<file path="src/rtl/hmu_pkg.sv">
`timescale 1ns / 1ps
// ============================================================================
// hmu_pkg
// Shared constants for the hypotenuse magnitude unit.
// ============================================================================
package hmu_pkg;

    localparam int DATA_WIDTH_DEF = 16;

endpackage

</file>
<file path="src/rtl/hypot_magnitude_unit.sv">
`timescale 1ns / 1ps
// ============================================================================
// hypot_magnitude_unit
// Elementwise magnitude: floor(sqrt(a_re^2 + b_re^2 [+ a_im^2 + b_im^2])).
// ----------------------------------------------------------------------------
// Input channel: i_valid with payload i_func, i_a_re, i_a_im, i_b_re, i_b_im;
// a transfer happens on a rising edge with i_valid high and o_stall low.
// i_func = 0 uses the real parts only, i_func = 1 adds the imaginary parts.
// Output channel: o_valid with o_magnitude; a transfer happens on a rising
// edge with o_valid high and i_stall low.
// Each item passes through the magnitude, square and adder-tree registers,
// then through the root stages, each of which adds a root bit.
// One item per cycle while o_stall is low; every stage holds a valid bit.
// The whole pipeline advances together. o_stall rises only while a result
// sits in the output register and i_stall is high; then every stage holds,
// nothing is lost or repeated, and the result stays on the output.
// Reset (i_rst_n low, synchronous) clears all valid bits; the pipeline is
// empty after it and takes a new item on the next cycle.
// ============================================================================
module hypot_magnitude_unit #(
    parameter int DATA_WIDTH = hmu_pkg::DATA_WIDTH_DEF
) (
    input  logic                         i_clk,
    input  logic                         i_rst_n,
    input  logic                         i_valid,
    output logic                         o_stall,
    input  logic                         i_func,
    input  logic signed [DATA_WIDTH-1:0] i_a_re,
    input  logic signed [DATA_WIDTH-1:0] i_a_im,
    input  logic signed [DATA_WIDTH-1:0] i_b_re,
    input  logic signed [DATA_WIDTH-1:0] i_b_im,
    output logic                         o_valid,
    input  logic                         i_stall,
    output logic [DATA_WIDTH:0]          o_magnitude
);

    localparam int SW = 2 * DATA_WIDTH + 2;
    localparam int RW = DATA_WIDTH + 4;
    localparam int NW = DATA_WIDTH + 1;

    logic          w_en;
    logic          w_vld  [NW+1];
    logic [SW-1:0] w_rad  [NW+1];
    logic [RW-1:0] w_rem  [NW+1];
    logic [NW-1:0] w_root [NW+1];

    assign w_en    = !(w_vld[NW] && i_stall);
    assign o_stall = !w_en;

    hmu_square #(
        .DATA_WIDTH (DATA_WIDTH)
    ) u_square (
        .i_clk   (i_clk),
        .i_rst_n (i_rst_n),
        .i_en    (w_en),
        .i_vld   (i_valid),
        .i_func  (i_func),
        .i_a_re  (i_a_re),
        .i_a_im  (i_a_im),
        .i_b_re  (i_b_re),
        .i_b_im  (i_b_im),
        .o_vld   (w_vld[0]),
        .o_sum   (w_rad[0])
    );

    assign w_rem[0]  = '0;
    assign w_root[0] = '0;

    for (genvar g = 0; g < NW; g++) begin : g_root
        hmu_sqrt_stage #(
            .DATA_WIDTH (DATA_WIDTH)
        ) u_stage (
            .i_clk   (i_clk),
            .i_rst_n (i_rst_n),
            .i_en    (w_en),
            .i_vld   (w_vld[g]),
            .i_rad   (w_rad[g]),
            .i_rem   (w_rem[g]),
            .i_root  (w_root[g]),
            .o_vld   (w_vld[g+1]),
            .o_rad   (w_rad[g+1]),
            .o_rem   (w_rem[g+1]),
            .o_root  (w_root[g+1])
        );
    end

    assign o_valid     = w_vld[NW];
    assign o_magnitude = w_root[NW];

endmodule

</file>
<file path="src/rtl/hmu_square.sv">
`timescale 1ns / 1ps
// ============================================================================
// hmu_square
// Front end: operand magnitudes, squares and sum of squares, four stages.
// ============================================================================
module hmu_square #(
    parameter int DATA_WIDTH = hmu_pkg::DATA_WIDTH_DEF
) (
    input  logic                      i_clk,
    input  logic                      i_rst_n,
    input  logic                      i_en,
    input  logic                      i_vld,
    input  logic                      i_func,
    input  logic signed [DATA_WIDTH-1:0] i_a_re,
    input  logic signed [DATA_WIDTH-1:0] i_a_im,
    input  logic signed [DATA_WIDTH-1:0] i_b_re,
    input  logic signed [DATA_WIDTH-1:0] i_b_im,
    output logic                      o_vld,
    output logic [2*DATA_WIDTH+1:0]   o_sum
);

    localparam int W  = DATA_WIDTH;
    localparam int PW = 2 * DATA_WIDTH;
    localparam int SW = 2 * DATA_WIDTH + 2;

    logic [W-1:0]  n_mag  [4];
    logic [W-1:0]  r_mag  [4];
    logic [PW-1:0] r_sq   [4];
    logic [PW:0]   r_pair [2];
    logic [SW-1:0] r_sum;
    logic [3:0]    r_vld;
    logic [W-1:0]  w_opd  [4];

    assign w_opd[0] = i_a_re;
    assign w_opd[1] = i_b_re;
    assign w_opd[2] = i_func ? i_a_im : '0;
    assign w_opd[3] = i_func ? i_b_im : '0;

    // most negative value negates to itself, which reads right as unsigned
    always_comb begin
        for (int k = 0; k < 4; k++) begin
            n_mag[k] = w_opd[k][W-1] ? (~w_opd[k] + W'(1)) : w_opd[k];
        end
    end

    always_ff @(posedge i_clk) begin
        if (!i_rst_n) begin
            r_vld <= '0;
        end else if (i_en) begin
            r_vld <= {r_vld[2:0], i_vld};
        end
    end

    always_ff @(posedge i_clk) begin
        if (i_en) begin
            for (int k = 0; k < 4; k++) begin
                r_mag[k] <= n_mag[k];
                r_sq[k]  <= PW'(r_mag[k]) * PW'(r_mag[k]);
            end
            r_pair[0] <= (PW+1)'(r_sq[0]) + (PW+1)'(r_sq[1]);
            r_pair[1] <= (PW+1)'(r_sq[2]) + (PW+1)'(r_sq[3]);
            r_sum     <= SW'(r_pair[0]) + SW'(r_pair[1]);
        end
    end

    assign o_vld = r_vld[3];
    assign o_sum = r_sum;

endmodule

</file>
<file path="src/rtl/hmu_sqrt_stage.sv">
`timescale 1ns / 1ps
// ============================================================================
// hmu_sqrt_stage
// One restoring square-root step: one root bit per stage, registered.
// ============================================================================
module hmu_sqrt_stage #(
    parameter int DATA_WIDTH = hmu_pkg::DATA_WIDTH_DEF
) (
    input  logic                      i_clk,
    input  logic                      i_rst_n,
    input  logic                      i_en,
    input  logic                      i_vld,
    input  logic [2*DATA_WIDTH+1:0]   i_rad,
    input  logic [DATA_WIDTH+3:0]     i_rem,
    input  logic [DATA_WIDTH:0]       i_root,
    output logic                      o_vld,
    output logic [2*DATA_WIDTH+1:0]   o_rad,
    output logic [DATA_WIDTH+3:0]     o_rem,
    output logic [DATA_WIDTH:0]       o_root
);

    localparam int SW = 2 * DATA_WIDTH + 2;
    localparam int RW = DATA_WIDTH + 4;
    localparam int NW = DATA_WIDTH + 1;

    logic [RW-1:0] w_rem_sh;
    logic [RW-1:0] w_trial;
    logic          w_ge;
    logic [RW-1:0] n_rem;
    logic [NW-1:0] n_root;

    logic          r_vld;
    logic [SW-1:0] r_rad;
    logic [RW-1:0] r_rem;
    logic [NW-1:0] r_root;

    assign w_rem_sh = {i_rem[RW-3:0], i_rad[SW-1:SW-2]};
    assign w_trial  = {1'b0, i_root, 2'b01};
    assign w_ge     = (w_rem_sh >= w_trial);
    assign n_rem    = w_ge ? (w_rem_sh - w_trial) : w_rem_sh;
    assign n_root   = {i_root[NW-2:0], w_ge};

    always_ff @(posedge i_clk) begin
        if (!i_rst_n) begin
            r_vld <= 1'b0;
        end else if (i_en) begin
            r_vld <= i_vld;
        end
    end

    always_ff @(posedge i_clk) begin
        if (i_en) begin
            r_rad  <= {i_rad[SW-3:0], 2'b00};
            r_rem  <= n_rem;
            r_root <= n_root;
        end
    end

    assign o_vld  = r_vld;
    assign o_rad  = r_rad;
    assign o_rem  = r_rem;
    assign o_root = r_root;

endmodule
</file>
<file path="config.mk">
export PLATFORM = sky130hd
export DESIGN_NAME = hypot_magnitude_unit
export DESIGN_NICKNAME = d
export VERILOG_FILES = /design/src/rtl/hmu_pkg.sv /design/src/rtl/hypot_magnitude_unit.sv /design/src/rtl/hmu_square.sv /design/src/rtl/hmu_sqrt_stage.sv
export SDC_FILE = /design/constraint.sdc
export NUM_CORES = 2
export LEC_CHECK = 0
export BUFFER_PORTS_ARGS = -buffer_cell sky130_fd_sc_hd__buf_2
export CAP_MARGIN = 15
export CELL_PAD_IN_SITES_DETAIL_PLACEMENT = 0
export CELL_PAD_IN_SITES_GLOBAL_PLACEMENT = 2
export CORE_MARGIN = 5
export CORE_UTILIZATION = 45
export CTS_CLUSTER_DIAMETER = 80
export DETAILED_ROUTE_END_ITERATION = 6
export PLACE_DENSITY = 0.91
export SETUP_SLACK_MARGIN = 0.15
export SYNTH_ARGS = -nofsm -noshare
export SYNTH_HDL_FRONTEND = slang
export SYNTH_SLANG_ARGS = --single-unit
</file>
<file path="constraint.sdc">
create_clock -name i_clk -period 37.3 [get_ports i_clk]
set_input_delay 1.865 -clock i_clk [delete_from_list [all_inputs] [get_ports i_clk]]
set_output_delay 1.865 -clock i_clk [all_outputs]
set_load 0.05 [all_outputs]
</file>
Word level (Yosys, flattened, before mapping)
Memory sizes are Yosys's and may differ from the RTL's.
Cells that the tools add are included.
{"block": "classes", "addsub": 23, "mul": 4, "n_lt_le_gt_ge": 17, "mux": 23, "n_bitwise": 4, "n_reduce_logical": 1}
{"cell": "two-way mux 18 bit", "count": 15}
{"cell": "multiplier 16 x 16 -> 32 bit", "count": 4}
{"cell": "two-way mux 16 bit", "count": 6}
{"cell": "adder 32 x 32 -> 33 bit", "count": 2}
{"cell": "adder 16 x 1 -> 16 bit, second input constant", "count": 4}
{"cell": "NOT 16 bit", "count": 4}
{"cell": "adder 33 x 33 -> 34 bit", "count": 1}
{"cell": "greater-or-equal comparator 20 x 10 -> 1 bit", "count": 1}
{"cell": "greater-or-equal comparator 20 x 11 -> 1 bit", "count": 1}
{"cell": "greater-or-equal comparator 20 x 12 -> 1 bit", "count": 1}
{"cell": "greater-or-equal comparator 20 x 13 -> 1 bit", "count": 1}
{"cell": "greater-or-equal comparator 20 x 14 -> 1 bit", "count": 1}
{"cell": "greater-or-equal comparator 20 x 15 -> 1 bit", "count": 1}
{"cell": "greater-or-equal comparator 20 x 16 -> 1 bit", "count": 1}
{"cell": "greater-or-equal comparator 20 x 17 -> 1 bit", "count": 1}
{"cell": "greater-or-equal comparator 20 x 18 -> 1 bit", "count": 1}
{"cell": "greater-or-equal comparator 20 x 3 -> 1 bit", "count": 1}
{"cell": "greater-or-equal comparator 20 x 4 -> 1 bit", "count": 1}
{"cell": "greater-or-equal comparator 20 x 5 -> 1 bit", "count": 1}
{"cell": "greater-or-equal comparator 20 x 6 -> 1 bit", "count": 1}
{"cell": "greater-or-equal comparator 20 x 7 -> 1 bit", "count": 1}
{"cell": "greater-or-equal comparator 20 x 8 -> 1 bit", "count": 1}
{"cell": "greater-or-equal comparator 20 x 9 -> 1 bit", "count": 1}
{"cell": "subtractor 18 x 10 -> 18 bit", "count": 1}
{"cell": "other kinds (19)", "count": 19}
{"block": "totals", "reg_bits": 753, "ram_bits": 258, "input_bits": 69, "output_inout_bits": 19, "word_cells": 144, "n_memories": 3}
{"memory": "u_square.r_sq", "words": 4, "word_bits": 32, "read_ports": 4, "rd_clocked_by_memory_dff": 0, "write_ports": 4, "line_no": "hmu_square.sv:28", "rtl": "logic [PW-1:0] r_sq [4];"}
{"memory": "u_square.r_pair", "words": 2, "word_bits": 33, "read_ports": 2, "rd_clocked_by_memory_dff": 0, "write_ports": 2, "line_no": "hmu_square.sv:29", "rtl": "logic [PW:0] r_pair [2];"}
{"memory": "u_square.r_mag", "words": 4, "word_bits": 16, "read_ports": 4, "rd_clocked_by_memory_dff": 0, "write_ports": 4, "line_no": "hmu_square.sv:27", "rtl": "logic [W-1:0] r_mag [4];"}

Logic depth before layout (Yosys ltp)
{"block": "logic_depth", "ltp_word": 4, "depth_mapped": 27, "depth_no_buf": 25}

Cells and area by module
From an unflattened synthesis, not the netlist that was laid out.
{"block": "hier_totals", "hier_cells": 8825, "hier_area_um2": 102773.6}
{"module": "hmu_sqrt_stage", "n_inst": 17, "cells_each": 262, "area_each_um2": 3523.4, "seq_area_each_um2": 2092.0}
{"module": "hmu_square", "n_inst": 1, "cells_each": 4368, "area_each_um2": 42862.4, "seq_area_each_um2": 8728.4}
{"module": "hypot_magnitude_unit", "n_inst": 1, "cells_each": 3, "area_each_um2": 13.8, "seq_area_each_um2": 0.0}

Least setup slack after synthesis
No wires, ideal clock.
{"block": "synth_timing", "path_type": "input to register", "start": "input port i_stall", "end": "register g_root[0].u_stage.r_rad[10] (enable)", "setup_ns": 1.726, "arrival_time_ns": 28.498, "required_ns": 35.574, "slack_ns": 7.076, "path_stages": 2, "n_path_buf": 1, "path_cell_list": "nand2_1 -> clkbuf_1"}
{"block": "synth_between", "elab_chain_len": 1}
{"element": "start: declaration", "line_no": "hypot_magnitude_unit.sv:33", "rtl": "input logic i_stall,"}
{"element": "logical AND 1 bit", "line_no": "hypot_magnitude_unit.sv:47", "rtl": "assign w_en = !(w_vld[NW] && i_stall);"}
{"element": "end signal: assignment", "line_no": "hmu_sqrt_stage.sv:53", "rtl": "r_rad <= {i_rad[SW-3:0], 2'b00};"}
{"element": "end: declaration", "line_no": "hmu_sqrt_stage.sv:33", "rtl": "logic [SW-1:0] r_rad;"}
Every way passes these cells.
A chain may end at the register's enable or synchronous reset.

==> metrics <==
Mapped Nets 8142; largest stage delay on the critical path 0.65 ns; row cnt 149; share of layout cells above drive strength 1 0.05038; Filler Cell Count 14880; DRC viols 0; yosys warns 0; nets 8225; Arr. time, crit path 7.72 ns; setup violators final 0; WS Path Type flop to flop; synth top area cells edfxtp_1 39%, fa_1 18%, ha_1 11%; maximum VDD drop 0.0001900 V; post-synthesis mux area share 0.004969; fin. max-slew vios 0; CP bufs+invs 6; Die H 417.6 um; WL final 145500 um; Ant. Diodes 0; Yosys reg bits 1002; largest family of logic cells by synthesized area adder cells; Mean Syn Cell Area 11.08 sq um; Post-Synth XOR/XNOR Area 0.05388; Design Power 7.919 mW; clk_skew 0.05317 ns; RSZ-0062 raised after global routing no; Tcrit/Tclk final 0.1946; Synth Area in Adders 0.2874; status finished clean; dpl cell area 0.07763 sq mm; Final Critical Period 7.257 ns; Synth Area in Compound Gates 0.08336; via count 45980; clk sink count 1002; Yosys cell types 82; remaining antenna violation count 0; Skew-Pair Late Insertion Delay 0.73 ns; # port buffers 87; Synth top area share 0.3939; final worst setup slack 30.04 ns; final core occ 0.4936; simple logic cell fraction of the synthesized area 0.1008; slowest CP cell edfxtp_1; post_cts resized 0; Pwr per Cell Area 97.14 mW/mm^2; max-cap check violation count 0; cts hold-fix bufs 0; Final Cell Area 0.08153 sq mm; Max transition margin 0.2872; gr usage total 0.1694; Leak 38.45 nW; Max Fclk 137.8 MHz; clock buffer depth 3; worst slack, placed 30.09 ns; CTS H-tree depth 3; leading area contributor after synthesis edfxtp_1; Root Buffer clkbuf_16; CTS buffer count 112; Crit. End Element flop; total core area 0.1652 sq mm; Final Hold Violating Endpoints 0; sequential area share after synthesis 0.3996; CP Cell Sequence and2_1 > fa_1 > inv_1 > fa_1 > inv_1 > fa_1 > inv_1 > fa_1 > inv_1 > fa_1 > inv_1 > fa_1 > inv_1 > ha_1 > a21oi_1 > nor3b_1 > a31oi_1 > a311oi_1 > nor3b_1 > o31a_1 > a211oi_1 > nor3b_1 > nor3_1 > xnor2_1; data required time of the critical path 37.76 ns; Setup Buffers After CTS 0; vias in the first global route 47650; Via density 5.043; most frequent cells in the layout 1250 x inv_1, 981 x edfxtp_1, 671 x ha_1, 654 x fa_1, 570 x nand2_1; Initial Util 0.4527; grt total ovfl 0; largest net degree at the start of global routing 193; count of flip-flops with a built-in enable after synthesis 981; CTS tree yes; Synth Instances 6748; Largest delay share family, worst path adder cells; area grow syn2layout 9.025%; TritonRoute pass-1 iters 5; Avg WL per Cell 15.96 um; CP startpoint kind flop; first-pass GRT wire length 242400 um; ys async rst share 0; Slew @ Worst Pin 1.063 ns; total I/O pin count 88; Hold Crit Class flop to flop; commonest non-fill, non-tap cell in the layout inv_1; Top FF cell, synth edfxtp_1; die area 0.1744 sq mm; initial antenna violation count 0; clock-pin slew on the worst setup and hold paths 0.06 ns; Initial DRC Count 2360; dpl hpwl 113500 um; global placement routability congestion 0.8709; DIE WIDTH 417.6 um; post-synthesis instance area 0.07478 sq mm; CP Max Fanout 20; total negative slack 0 ns
-- cells in the mapped netlist (all sizes together) (37+ instances only) --
library cell and number:
inv 1257, edfxtp 981, ha 671, fa 654, nand2 571, xnor2 301, a21oi 282, nor2 274
and2 218, o21ai 212, xor2 159, a21o 132, clkbuf 131, nor3 84, o21a 75, nand2b 72
nor2b 69, nand3 65, o31ai 46, a21boi 41, and3 37
-- worst reg2reg max path: stages, from the launching register on --
cell and delay, ns:
edfxtp_1 0.65, and2_1 0.32, fa_1 0.55, inv_1 0.05
fa_1 0.47, inv_1 0.06, fa_1 0.50, inv_1 0.05
fa_1 0.48, inv_1 0.06, fa_1 0.52, inv_1 0.05
fa_1 0.53, inv_1 0.05, ha_1 0.36, a21oi_1 0.19
nor3b_1 0.20, a31oi_1 0.24, a311oi_1 0.42, nor3b_1 0.14
o31a_1 0.27, a211oi_1 0.39, nor3b_1 0.11, nor3_1 0.24
xnor2_1 0.11
-- metal layers --
| layer | track usage | wire (um) | up-vias |
|---|---|---|---|
| met3 | 0.02156 | 4757 | 175 |
| li1 | - | - | 22630 |
| met4 | 0.03602 | 2748 | 0 |
| met5 | 0 | 0 | - |
| met1 | 0.2218 | 64420 | 22530 |
| met2 | 0.3028 | 73550 | 647 |
-- cell families after synthesis --
kind of cell,after synthesis
AOI/OAI and AO/OA,976
muxes,34
other,1
adders and majority gates,1325
buffers and inverters,1393
and+or+nand+nor,1557
DFF,1002
xor gates and xnor gates,460
-- report_power, final --
group	internal (mW)	switching, mW
Combinational	1.95	2.59
Sequential	1.99	0.251
Clock	0.671	0.469
Total	4.61	3.31
-- cell type report --
cell class / count / area, sq um / area share
flip-flops and latches: 1002 / 29880 / 0.3665
multi-input cells: 4353 / 39680 / 0.4867
well taps: 2189 / 2739 / 0.03359
inverters: 1258 / 4722 / 0.05792
repair buffers: 104 / 613.1 / 0.007520
clock buffers: 127 / 2859 / 0.03507
clock inverters: 84 / 1035 / 0.01269
-- registers in the layout, indices dropped and copies added (netlist names) --
signal	flops
g_root.u_stage.o_vld	17
g_root.u_stage.o_rad	272
u_square.r_mag	64
g_root.u_stage.o_root	153
g_root.u_stage.o_rem	268
u_square.r_sq	124
u_square.o_sum	34
u_square.r_vld	4
u_square.r_pair	66
-- path summary, 6_finish.rpt --
kind / slack, ns / endpoint / depth (start not counted) / from
setup / recovery: 30.04 / u_square.r_sq[3][30] / 24 / u_square.r_mag[3][1]
hold / removal: 0.37 / g_root[2].u_stage.o_rad[28] / 0 / g_root[1].u_stage.o_rad[26]
setup reg to reg: 30.04 / u_square.r_sq[3][30] / 24 / u_square.r_mag[3][1]
hold reg to reg: 0.37 / g_root[2].u_stage.o_rad[28] / 0 / g_root[1].u_stage.o_rad[26]
-- metrics by stage --
step / hold slack [ns] / cells
floorplan: 0.4003 / 6748
global placement: 0.4008 / 8906
detailed placement: 0.4045 / 8906
CTS: 0.3674 / 9117
global route: 0.3754 / 9117
finish: 0.3745 / 9117
(Power assumes the default switching activity.)
